$ cat src/design/assert_macros.svh
// Assertion macros shared by the design files.
// Depends on nothing; include inside a module body.
`ifndef ASSERT_MACROS_SVH
`define ASSERT_MACROS_SVH

// Check prop at every rising edge of clk while rstn is high.
`define RROF_ASSERT(lbl, clk, rstn, prop) \
  lbl: assert property (@(posedge clk) disable iff (!rstn) (prop)) \
    else $error("assertion failed");

// Check that expr never holds at a rising edge of clk while rstn is high.
`define RROF_ASSERT_NEVER(lbl, clk, rstn, expr) \
  lbl: assert property (@(posedge clk) disable iff (!rstn) !(expr)) \
    else $error("forbidden condition seen");

`endif

$ cat src/design/rrof_pkg.sv
// Types and constants for the read region overlap filter.
// Holds CIGAR codes, register indexes and stream payload layouts; no dependencies.
package rrof_pkg;

  localparam int unsigned POS_W    = 31;
  localparam int unsigned FLAGS_W  = 12;
  localparam int unsigned OP_W     = 4;
  localparam int unsigned LEN_W    = 28;
  localparam int unsigned CURSOR_W = 33;
  localparam int unsigned COUNT_W  = 32;
  localparam int unsigned CFG_IDX_W = 2;
  localparam int unsigned IN_DATA_W  = 80;
  localparam int unsigned OUT_DATA_W = 40;

  localparam logic [OP_W-1:0] OP_MATCH    = 4'd0;
  localparam logic [OP_W-1:0] OP_DELETION = 4'd2;
  localparam logic [OP_W-1:0] OP_SKIP     = 4'd3;
  localparam logic [OP_W-1:0] OP_PADDING  = 4'd6;
  localparam logic [OP_W-1:0] OP_EQUAL    = 4'd7;
  localparam logic [OP_W-1:0] OP_MISMATCH = 4'd8;

  localparam logic [CFG_IDX_W-1:0] CFG_REGION_START = 2'd0;
  localparam logic [CFG_IDX_W-1:0] CFG_REGION_END   = 2'd1;
  localparam logic [CFG_IDX_W-1:0] CFG_PROPER_PAIR  = 2'd2;

  localparam int unsigned FLAG_PAIRED    = 0;
  localparam int unsigned FLAG_PROPER    = 1;
  localparam int unsigned FLAG_SECONDARY = 8;

  typedef struct packed {
    logic [4:0]         fill;
    logic [LEN_W-1:0]   cigar_len;
    logic [OP_W-1:0]    cigar_op;
    logic [FLAGS_W-1:0] read_flags;
    logic [POS_W-1:0]   read_pos;
  } in_data_t;

  typedef struct packed {
    logic [4:0]         fill;
    logic [COUNT_W-1:0] hit_count;
    logic               padding_error;
    logic               read_filtered;
    logic               read_hit;
  } out_data_t;

  typedef struct packed {
    logic aligned;
    logic advances;
    logic padding;
  } op_class_t;

endpackage

$ cat src/design/read_region_overlap_filter_unit.sv
// Read region overlap filter: one CIGAR operation per request, one result per read.
// Depends on rrof_pkg and assert_macros.svh.
//
// The block takes one CIGAR operation per clock while no stalled result holds it
// back; a result leaves after the last operation of its read is accepted, through
// the input register, then the result register. The rate is set by the
// reference cursor loop: each operation's add and region compares must update
// the cursor before the next operation uses it. A stalled result holds back
// the operation that ends a read, and with it all input. The user must write
// region registers only while no read is in flight; the block does not enforce it.
module read_region_overlap_filter_unit
  import rrof_pkg::*;
(
  input  logic                  clk,
  input  logic                  rst_n,
  input  logic                  in_tvalid,
  output logic                  in_tready,
  input  logic [IN_DATA_W-1:0]  in_tdata,   // read_pos, read_flags, cigar_op, cigar_len, zeros
  input  logic                  in_tuser,   // first_op
  input  logic                  in_tlast,   // last_op
  output logic                  out_tvalid,
  input  logic                  out_tready,
  output logic [OUT_DATA_W-1:0] out_tdata,  // read_hit, read_filtered, padding_error,
                                            // hit_count, zeros
  input  logic                  cfg_valid,
  output logic                  cfg_ready,
  input  logic [CFG_IDX_W-1:0]  cfg_index,
  input  logic [POS_W-1:0]      cfg_data
);

  logic                s1_valid_r;
  in_data_t            s1_data_r;
  logic                s1_first_r;
  logic                s1_last_r;
  logic                s1_adv;

  logic [POS_W-1:0]    region_start_r;
  logic [POS_W-1:0]    region_end_r;
  logic                req_pair_r;

  logic [CURSOR_W-1:0] cursor_r, cursor_nxt;
  logic                hit_seen_r, hit_seen_nxt;
  logic                dropped_r, dropped_nxt;
  logic                pad_seen_r, pad_seen_nxt;
  logic [COUNT_W-1:0]  hits_total_r, hits_total_nxt;

  logic                out_valid_r;
  out_data_t           out_data_r, out_data_nxt;
  logic                out_free;

  logic [CURSOR_W-1:0] cur;
  logic                hit0, pad0;
  logic [CURSOR_W:0]   sum;
  logic                overlap;
  logic                walk;
  logic                hit_out;
  op_class_t           cls;

  assign cfg_ready  = 1'b1;
  assign out_free   = !out_valid_r || out_tready;
  assign s1_adv     = s1_valid_r && (!s1_last_r || out_free);
  assign in_tready  = !s1_valid_r || s1_adv;
  assign out_tvalid = out_valid_r;
  assign out_tdata  = out_data_r;

  always_comb begin
    cls = '0;
    case (s1_data_r.cigar_op) inside
      OP_MATCH, OP_EQUAL, OP_MISMATCH: begin
        cls.aligned  = 1'b1;
        cls.advances = 1'b1;
      end
      OP_DELETION, OP_SKIP: begin
        cls.advances = 1'b1;
      end
      OP_PADDING: begin
        cls.padding = 1'b1;
      end
      default: begin
        cls = '0;
      end
    endcase
  end

  always_comb begin
    cur  = s1_first_r ? {2'b00, s1_data_r.read_pos} : cursor_r;
    hit0 = s1_first_r ? 1'b0 : hit_seen_r;
    pad0 = s1_first_r ? 1'b0 : pad_seen_r;
    dropped_nxt = s1_first_r
      ? (s1_data_r.read_flags[FLAG_SECONDARY] ||
         (req_pair_r && (!s1_data_r.read_flags[FLAG_PAIRED] ||
                         !s1_data_r.read_flags[FLAG_PROPER])))
      : dropped_r;
    walk = !dropped_nxt && !hit0 && !pad0;
    sum  = {1'b0, cur} + {(CURSOR_W+1-LEN_W)'(0), s1_data_r.cigar_len};
    overlap = (s1_data_r.cigar_len != '0) &&
              ({(CURSOR_W+1-POS_W)'(0), region_start_r} < sum) &&
              ({(CURSOR_W-POS_W)'(0), region_end_r} >= cur);

    cursor_nxt   = cur;
    hit_seen_nxt = hit0;
    pad_seen_nxt = pad0;
    if (walk) begin
      if (cls.padding) begin
        pad_seen_nxt = 1'b1;
      end else if (cls.aligned && overlap) begin
        hit_seen_nxt = 1'b1;
      end else if (cls.advances) begin
        cursor_nxt = sum[CURSOR_W] ? '1 : sum[CURSOR_W-1:0];
      end
    end

    hit_out        = hit_seen_nxt && !dropped_nxt;
    hits_total_nxt = hits_total_r;
    if (s1_last_r && hit_out && (hits_total_r != '1)) begin
      hits_total_nxt = hits_total_r + COUNT_W'(1);
    end

    out_data_nxt               = '0;
    out_data_nxt.read_hit      = hit_out;
    out_data_nxt.read_filtered = dropped_nxt;
    out_data_nxt.padding_error = pad_seen_nxt && !dropped_nxt;
    out_data_nxt.hit_count     = hits_total_nxt;
  end

  always_ff @(posedge clk) begin
    if (!rst_n) begin
      region_start_r <= '0;
      region_end_r   <= '0;
      req_pair_r     <= 1'b1;
    end else if (cfg_valid && cfg_ready) begin
      unique case (cfg_index)
        CFG_REGION_START: region_start_r <= cfg_data;
        CFG_REGION_END:   region_end_r   <= cfg_data;
        CFG_PROPER_PAIR:  req_pair_r     <= cfg_data[0];
        default: ;
      endcase
    end
  end

  always_ff @(posedge clk) begin
    if (!rst_n) begin
      s1_valid_r <= 1'b0;
    end else if (in_tready) begin
      s1_valid_r <= in_tvalid;
    end
  end

  always_ff @(posedge clk) begin
    if (in_tvalid && in_tready) begin
      s1_data_r  <= in_data_t'(in_tdata);
      s1_first_r <= in_tuser;
      s1_last_r  <= in_tlast;
    end
  end

  always_ff @(posedge clk) begin
    if (!rst_n) begin
      cursor_r     <= '0;
      hit_seen_r   <= 1'b0;
      dropped_r    <= 1'b0;
      pad_seen_r   <= 1'b0;
      hits_total_r <= '0;
    end else if (s1_adv) begin
      cursor_r     <= cursor_nxt;
      hit_seen_r   <= hit_seen_nxt;
      dropped_r    <= dropped_nxt;
      pad_seen_r   <= pad_seen_nxt;
      hits_total_r <= hits_total_nxt;
    end
  end

  always_ff @(posedge clk) begin
    if (!rst_n) begin
      out_valid_r <= 1'b0;
    end else if (s1_adv && s1_last_r) begin
      out_valid_r <= 1'b1;
    end else if (out_tready) begin
      out_valid_r <= 1'b0;
    end
  end

  always_ff @(posedge clk) begin
    if (s1_adv && s1_last_r) begin
      out_data_r <= out_data_nxt;
    end
  end

`include "assert_macros.svh"

  `RROF_ASSERT(a_count_monotonic, clk, rst_n,
    $past(rst_n) |-> hits_total_r >= $past(hits_total_r))
  `RROF_ASSERT_NEVER(a_hit_and_filtered, clk, rst_n,
    out_valid_r && out_data_r.read_filtered &&
    (out_data_r.read_hit || out_data_r.padding_error))
  `RROF_ASSERT(a_hit_counted, clk, rst_n,
    (out_valid_r && out_data_r.read_hit) |-> out_data_r.hit_count != '0)
  `RROF_ASSERT(a_ready_when_free, clk, rst_n,
    !out_valid_r |-> in_tready)

endmodule
$ cat config.mk
export PLATFORM = sky130hd
export DESIGN_NAME = read_region_overlap_filter_unit
export DESIGN_NICKNAME = d
export VERILOG_FILES = /design/src/design/rrof_pkg.sv /design/src/design/read_region_overlap_filter_unit.sv
export VERILOG_INCLUDE_DIRS = /design/src /design/src/design
export SDC_FILE = /design/constraint.sdc
export NUM_CORES = 1
export LEC_CHECK = 0
export ABC_CLOCK_PERIOD_IN_PS = 19900
export BUFFER_PORTS_ARGS = -buffer_cell sky130_fd_sc_hd__buf_4
export CAP_MARGIN = 25
export CORE_MARGIN = 2
export CORE_UTILIZATION = 35
export DETAILED_ROUTE_END_ITERATION = 16
export SLEW_MARGIN = 20
export SYNTH_ARGS = -nofsm -noshare
export SYNTH_HDL_FRONTEND = slang
export SYNTH_SLANG_ARGS = --single-unit
$ cat constraint.sdc
create_clock -name clk -period 19.9 [get_ports clk]
set_input_delay 3.98 -clock clk [delete_from_list [all_inputs] [get_ports clk]]
set_output_delay 3.98 -clock clk [all_outputs]
set_load 0.1 [all_outputs]
==> metrics.yaml, run 1 <==
clocking:
  cts.repair.resized: 0
  clk_pin_slew_ps: 60
  cts_tree: "done"
  postCtsHoldBufs: 0
  htreeDepth: 1
  root_buffer: "clkbuf_16"
  cts_buffers: 28
  post_cts_buffers: 0
  cts_sinks: 236
  clock_path_buffers: 3
  clk_latency_ps: 550
synth:
  yosys_warnings: 0
  netlist_top_cells_area: "edfxtp_1, dfxtp_1, ha_1"
  yosysSeqAreaShare_pct: 44.4
  synthFlopType: "dfxtp_1"
  postSynthCellCount: 1368
  synth_top_area_cell: "edfxtp_1"
  synth_edf_count: 103
  syn_area_um2: 12900
  synth_seq_cells: 236
  ys_top_cells_by_count: "nand2_1, a21oi_1, dfxtp_1"
  async_reset_ff_share_pct: 0
  syn_area_per_cell_um2: 9.47
  yosysMostFrequentCell: "nand2_1"
  synth.top_cell.area_share_pct: 23.9
  synth_cell_types: 73
power_and_ir_drop:
  p_leak_uw: 0.00619
  ir_drop_mv: 0.0637
  p_per_area_nw_per_um2: 80.8
final_layout:
  areaGrowthSynthToFinish_pct: 17.9
  multi_input_area_um2: 6700
  design_area_um2: 15300
  final_nets: 1691
  finalNonFillerCells: 1970
  n_antenna_cell: 0
  drive_above_1_share_pct: 15.3
  seqCellArea_um2: 5760
  nFillCells: 3563
worst_setup_path:
  critical_path_peak_fanout: 4
  arrival_ps: 4850
  cp_slowest_cell: "nor2b_1"
  endpoint_kind: "output port"
  ff2ff_setup_slack_ps: 12840
  rr_worst_depth: 22
  cp_top_family: "simple AND/OR/NAND/NOR gates"
  reg2reg_from: "s1_first_r"
  rr_endpoint: "cursor_r[7]"
  critPathLaunchType: "input port"
  required_ps: 15920
  slowest_delay_ps: 330
  path_cells: "buf_4 -> nor2b_1 -> nand3_1 -> buf_4"
  cpMostUsedCell: "buf_4"
  cp_num_buf_inv: 2
  crit_type: "in2out"
global_routing:
  grt_max_degree: 82
  first_global_vias: 10100
  gr-usage-all-layers_pct: 18.4
  grt-ovfl-total: 0
  grt_pass1_wl_mm: 55.8
  antenna_found_initial: 0
place:
  dp.cells: 1917
  globalplace.congestion: 0.896
  dp_hpwl_mm: 26.3
  place_area_um2: 14400
  io_buffers: 142
timing:
  worstMarginPinSlew_ps: 966
  hold_viol: 0
  fmax_mhz: 113
  finalCritPeriodShare_pct: 44.4
  clock_skew_ps: 11.6
  slew_headroom_pct: 35.2
  fin_setup_tns_ps: 0
  slew_violations: 0
  min_period_ps: 8830
  rsz0062_at_grt: "no"
  setup_viol: 0
die:
  io_pins: 163
  die_h_um: 196
  core_area_um2: 36500
  start_util_pct: 35.5
  num_rows: 70
  die_x_um: 196
  die_area_um2: 38600
hold_path:
  hold_path_end: "region_end_r[30]"
  hold_start: "region_end_r[30]"
  whs_path_depth: 2
  hold_path.class: "reg2reg"
drt:
  vias: 10600
  drc: 0
  avgRoutedWirePerCell_um: 18.3
  via_per_inst: 5.36
  ant_nets: 0
  first_pass_iters: 5
  wl_mm: 36.0
  drt_iter0_drc: 613
flow_run:
  maxCapViolCount: 0
status:
  outcome: "finished clean"
[per-stage QoR]
step	total power (uW)	util [%]	setup WS [ps]	hold slack [ps]
final	1230	41.8	11070	461
after global routing	1290	41.8	10980	472
after CTS	1250	41.7	11060	460
after detailed placement	746	39.3	11060	448
after global placement	742	39.3	11100	443
after floorplan	680	-	10960	425
[cell type report]
type	instances	area share, %
multi-input cells	1014	43.9
inverters	46	1.13
flip-flops and latches	236	37.7
repair buffers	154	7.66
well taps	468	3.84
clock buffers	45	5.42
clock inverters	7	0.385
[cell families after synthesis]
| kind of cell | Yosys count | synth area share, % |
|---|---|---|
| adder cells (fa/ha/maj) | 91 | 8.85 |
| flip-flops | 236 | 44.4 |
| multiplexers | 46 | 3.66 |
| AND/OR/NAND/NOR | 466 | 17.4 |
| buffers and inverters | 122 | 4.25 |
| AO/OA/AOI/OAI | 346 | 17.4 |
| XOR/XNOR | 59 | 3.99 |
| other | 2 | 0.0580 |
[metal layers]
layer,global-route usage [%],vias to the layer above,wire [um]
li1,-,5250,-
met1,23.9,4976,15700
met2,31.5,273,17500
met3,2.53,64,1500
met4,6.73,0,1280
met5,0,-,0
[power by group]
part | switching (uW) | internal (uW)
clock network | 200 | 295
logic | 128 | 74.8
registers | 11.2 | 524
total | 339 | 894
[tightest hold or removal path, stage by stage (launching register included)]
cell,delay (ps)
dfxtp_1,310
nand2_1,50
a21oi_1,50
[layout by cell type, fill, tap and decap left out, types with 8 or more instances in the layout]
master	count
or2_2	11
inv_1	44
a211oi_1	15
xor2_1	40
nor2_1	64
nand3_1	28
edfxtp_1	103
or4_1	24
mux2_2	8
a22o_1	10
nand4_1	20
nor4_1	20
xnor2_1	19
a221o_1	15
a21o_1	20
nor3_1	24
dfxtp_1	133
o31ai_1	25
nand2_1	210
a21oi_1	164
o21ai_0	36
clkbuf_1	13
and3_1	10
ha_1	90
mux2i_1	37
buf_4	153
a211o_1	8
or3_1	12
clkbuf_16	30
and2_1	8
[flip-flops by register name (all words and copies together) (netlist names)]
signal,flops
out_tvalid,1
hit_seen_r,1
region_end_r,31
s1_data_r,66
dropped_r,1
s1_first_r,1
hits_total_r,32
region_start_r,31
cursor_r,33
req_pair_r,1
s1_valid_r,1
out_tdata,35
s1_last_r,1
pad_seen_r,1
[how the worst max path moves through the flow]
stage	startpoint	to	slack, ps	depth (start not counted)
after floorplan	out_tready	in_tready	10960	2
after global placement	out_tready	in_tready	11100	4
after CTS	out_tready	in_tready	11060	4
after global routing	out_tready	in_tready	10980	4
final	out_tready	in_tready	11070	4
after detailed placement	out_tready	in_tready	11060	4
Note: power is estimated with default switching activity, not from simulation.
==> inputs of run 2 (changes only) <==
--- a/config.mk
+++ b/config.mk
@@ -6,7 +6,7 @@
 export SDC_FILE = /design/constraint.sdc
 export NUM_CORES = 1
 export LEC_CHECK = 0
-export ABC_CLOCK_PERIOD_IN_PS = 19900
+export ABC_CLOCK_PERIOD_IN_PS = 7500
 export BUFFER_PORTS_ARGS = -buffer_cell sky130_fd_sc_hd__buf_4
 export CAP_MARGIN = 25
 export CORE_MARGIN = 2
==> constraint.sdc (replaced) <==
create_clock -name clk -period 7.5 [get_ports clk]
set_input_delay 1.5 -clock clk [delete_from_list [all_inputs] [get_ports clk]]
set_output_delay 1.5 -clock clk [all_outputs]
set_load 0.1 [all_outputs]
==> metrics.yaml, run 2 (synthesis results as in run 1) <==
flow_run:
  maxCapViolCount: 0
global_routing:
  grt_pass1_wl_mm: 55.6
  antenna_found_initial: 0
  grt_max_degree: 94
  grt-ovfl-total: 0
  first_global_vias: 10000
  gr-usage-all-layers_pct: 18.4
clocking:
  postCtsHoldBufs: 0
  clk_pin_slew_ps: 60
  clk_latency_ps: 560
  cts_tree: "done"
  cts_sinks: 236
  cts.repair.resized: 0
  clock_path_buffers: 3
  cts_buffers: 28
  root_buffer: "clkbuf_16"
  htreeDepth: 1
  post_cts_buffers: 0
worst_setup_path:
  crit_type: "reg2reg"
  critPathLaunchType: "flop"
  required_ps: 7950
  critical_path_peak_fanout: 42
  arrival_ps: 7150
  endpoint_kind: "flop"
place:
  place_ws_ps: 840
  place_area_um2: 14400
  io_buffers: 142
  globalplace.congestion: 0.908
  dp_hpwl_mm: 26.7
drt:
  drt_iter0_drc: 510
  wl_mm: 36.2
  ant_nets: 0
  drc: 0
  via_per_inst: 5.38
  avgRoutedWirePerCell_um: 18.4
  first_pass_iters: 6
  vias: 10600
final_layout:
  drive_above_1_share_pct: 16.1
  areaGrowthSynthToFinish_pct: 18.4
  design_area_um2: 15300
  final_common_cell: "nand2_1"
  top_register: "s1_data_r"
  final_nets: 1694
  nFillCells: 3546
  n_antenna_cell: 0
  most-common-layout-cells: "nand2_1, a21oi_1, buf_4"
  largest_reg_flops: 66
timing:
  fmax_mhz: 149
  fin_setup_tns_ps: 0
  setup_viol: 0
  min_period_ps: 6700
  slew_violations: 0
  clock_skew_ps: 8.17
  hold_viol: 0
  holdWs_ps: 457
  rsz0062_at_grt: "no"
  fin_ws_ps: 799
  worstMarginPinSlew_ps: 974
  slew_headroom_pct: 34.6
  finalCritPeriodShare_pct: 89.3
power_and_ir_drop:
  p_leak_uw: 0.00625
  ir_drop_mv: 0.194
  p_per_area_nw_per_um2: 215
die:
  num_rows: 70
  die_area_um2: 38600
  die_x_um: 196
  die_h_um: 196
  core_area_um2: 36500
  start_util_pct: 35.5
  io_pins: 163
status:
  outcome: "finished clean"
hold_path:
  hold_path.class: "reg2reg"
## run 2: cell count changes in the layout (fill, tap and decap cells not counted), sizes merged
cell	change
inv	+1
buf	+3
bufinv	+1
clkinvlp	+1
clkinv	+8
clkbuf	-11
## run 2: final cells by class
type                       instances  area [um^2]  share of cell area, %
inverter                          46          173                   1.13
multi-input combinational       1014         6690                   43.7
sequential                       236         5760                   37.5
clock inverter                    18          143                  0.930
tap                              468          586                   3.82
clock buffer                      34          758                   4.95
timing repair buffer             157         1220                   7.98
## run 2: where the power goes
group / switching, uW / internal (uW)
clock network: 550 / 785
registers: 31.8 / 1390
logic: 338 / 201
total: 920 / 2380
## run 2: worst paths after layout
check | from | end | slack, ps | depth (start not counted)
hold / removal | cursor_r[26] | cursor_r[26] | 460 | 2
setup reg to reg | s1_first_r | cursor_r[9] | 800 | 21
hold reg to reg | cursor_r[26] | cursor_r[26] | 460 | 2
setup / recovery | s1_first_r | cursor_r[9] | 800 | 21
## run 2: worst max-delay path, cell delays in order (launching register included)
cell and delay (ps):
edfxtp_1 760, mux2_2 460, ha_1 250, fa_1 440, a211oi_1 260, o21ai_1 170, or2_2 320, a32o_1 260
or2_2 280, a21oi_1 180, xor2_1 270, ha_1 280, nand4_1 140, nor2_1 60, a221o_1 320, a211o_1 270
a211oi_1 420, nor4_1 120, a22oi_2 420, buf_12 290, mux2_2 360, a22o_1 190
## run 2: stage by stage
| step | power [uW] | std cells | utilization, % |
|---|---|---|---|
| after detailed placement | 1980 | 1920 | 39.4 |
| final | 3300 | 1973 | 42.0 |
| after global placement | 1970 | 1920 | 39.4 |
| after global routing | 3440 | 1973 | 42.0 |
| after CTS | 3340 | 1972 | 41.9 |
| after floorplan | 1800 | 1372 | - |
## run 2: routing by layer
metal	GRT usage, %	part of all wire, %	up-vias
met1	23.5	44	5019
met3	2.65	4.5	69
li1	-	-	5249
met2	31.9	48	269
met4	6.34	3.5	0
met5	0	0	-
==> inputs of run 3 (changes only) <==
--- a/config.mk
+++ b/config.mk
@@ -12,6 +12,8 @@
 export CORE_MARGIN = 2
 export CORE_UTILIZATION = 35
 export DETAILED_ROUTE_END_ITERATION = 16
+export PLACE_DENSITY = 0.64
+export REMOVE_ABC_BUFFERS = 1
 export SLEW_MARGIN = 20
 export SYNTH_ARGS = -nofsm -noshare
 export SYNTH_HDL_FRONTEND = slang
==> metrics.yaml, run 3 (synthesis results as in run 1) <==
die:
  die_x_um: 196
  io_pins: 163
  core_area_um2: 36500
  num_rows: 70
  die_area_um2: 38600
  die_h_um: 196
  start_util_pct: 35.5
power_and_ir_drop:
  power_report.internal_total_uw: 2350
  power_frac_comb_pct: 16.2
  power_frac_seq_pct: 43.5
  p_leak_uw: 0.00621
  p_sw_uw: 917
  swShare_pct: 28.1
  ir_drop_mv: 0.179
  p_per_area_nw_per_um2: 213
  clkPwrFrac_pct: 40.4
drt:
  met2_length_mm: 16.9
  wl_met1_mm: 16.2
  first_pass_iters: 6
  drt_iter0_drc: 486
  avgRoutedWirePerCell_um: 18.0
  dr_wl_met3_mm: 1.41
  wl_mm: 35.5
  via_per_inst: 5.35
  vias: 10600
  top_layer: "met4"
  drc: 0
  ant_nets: 0
clocking:
  clock_path_buffers: 3
  root_buffer: "clkbuf_16"
  htreeDepth: 1
  clk_latency_ps: 550
  cts_tree: "done"
  postCtsHoldBufs: 0
  post_cts_buffers: 0
  cts_sinks: 236
  cts_buffers: 27
  cts.repair.resized: 0
  clk_pin_slew_ps: 60
status:
  outcome: "finished clean"
flow_run:
  maxCapViolCount: 0
place:
  globalplace.congestion: 0.928
  dp_hpwl_mm: 25.6
  io_buffers: 142
final_layout:
  nFillCells: 3624
  most-common-layout-cells: "nand2_1, a21oi_1, buf_4"
  utilization_pct: 41.9
  drive_above_1_share_pct: 16.3
  final_common_cell: "nand2_1"
  largest_reg_flops: 66
  areaGrowthSynthToFinish_pct: 18.3
  n_antenna_cell: 0
  final_nets: 1695
  top_register: "s1_data_r"
timing:
  fmax_mhz: 156
  fin_setup_tns_ps: 0
  slew_headroom_pct: 33.8
  finalCritPeriodShare_pct: 85.6
  worstMarginPinSlew_ps: 987
  hold_viol: 0
  clock_skew_ps: 12.4
  setup_viol: 0
  slew_violations: 0
  rsz0062_at_grt: "no"
  min_period_ps: 6420
hold_path:
  hold_path.class: "reg2reg"
global_routing:
  first_global_vias: 10100
  grt_pass1_wl_mm: 55.7
  grt-ovfl-total: 0
  gr-usage-all-layers_pct: 18.2
  grt_max_degree: 81
  antenna_found_initial: 0
worst_setup_path:
  arrival_ps: 6900
  required_ps: 7980
  critical_path_peak_fanout: 80
  endpoint_kind: "flop"
  crit_type: "reg2reg"
  critPathLaunchType: "flop"
-- run 3: cell types whose count changed in the layout (fill, tap and decap cells not counted), moves of 3 or more --
cell / delta
clkinv_2: -6
clkinvlp_4: +5
clkinv_1: -4
inv_6: +3
buf_4: +3
-- run 3: area by class of cell --
type                       instances  area, um^2  area share, %
clock inverter                    17         173           1.13
clock buffer                      33         718           4.69
sequential                       236        5760           37.6
multi-input combinational       1014        6690           43.7
inverter                          46         173           1.13
timing repair buffer             159        1220           7.96
tap                              468         586           3.82
-- run 3: through the flow --
step                      total power, uW  setup WS [ps]  cells  hold slack, ps  instance area [um^2]
final                                3270           1080   1973             462                 15300
after global routing                 3410            740   1973             484                 15300
after CTS                            3300           1160   1972             462                 15300
after detailed placement             1970           1230   1922             453                 14400
after global placement               1960           1320   1922             439                 14400
after floorplan                      1790            257   1296             425                 12600
-- run 3: critical path, stage by stage (launching register included) --
cell and delay (ps):
edfxtp_1 340, buf_4 250, mux2_2 400, ha_1 240, fa_1 430, a211oi_1 290, o21ai_1 210, or2_2 330
a32o_1 260, or2_2 280, a21oi_1 190, xor2_1 280, ha_1 290, nand4_1 190, nor2_1 70, a221o_1 330
a211o_1 290, a211oi_1 400, or3_4 230, o311ai_4 110, buf_12 260, or4_1 500, a21oi_1 150
-- run 3: metal layers --
metal	vias to the layer above	GRT usage, %
li1	5243	-
met1	5003	24.1
met2	261	31.6
met3	56	2.00
met4	0	4.91
met5	-	0
-- run 3: worst paths after layout --
| path | startpoint | endpoint | slack [ps] | depth (start not counted) |
|---|---|---|---|---|
| max | s1_first_r | hits_total_r[3] | 1080 | 22 |
| min | region_end_r[17] | region_end_r[17] | 460 | 2 |
| max reg2reg | s1_first_r | hits_total_r[3] | 1080 | 22 |
| min reg2reg | region_end_r[17] | region_end_r[17] | 460 | 2 |
-- run 3: power groups by stage --
stage          clock (uW)  sequential (uW)  combinational (uW)
6_report             1320             1420                 528
5_1_grt              1400             1420                 586
4_1_cts              1350             1420                 527
3_5_place_dp            0             1450                 524
3_3_place_gp            0             1450                 517
2_1_floorplan           0             1450                 338
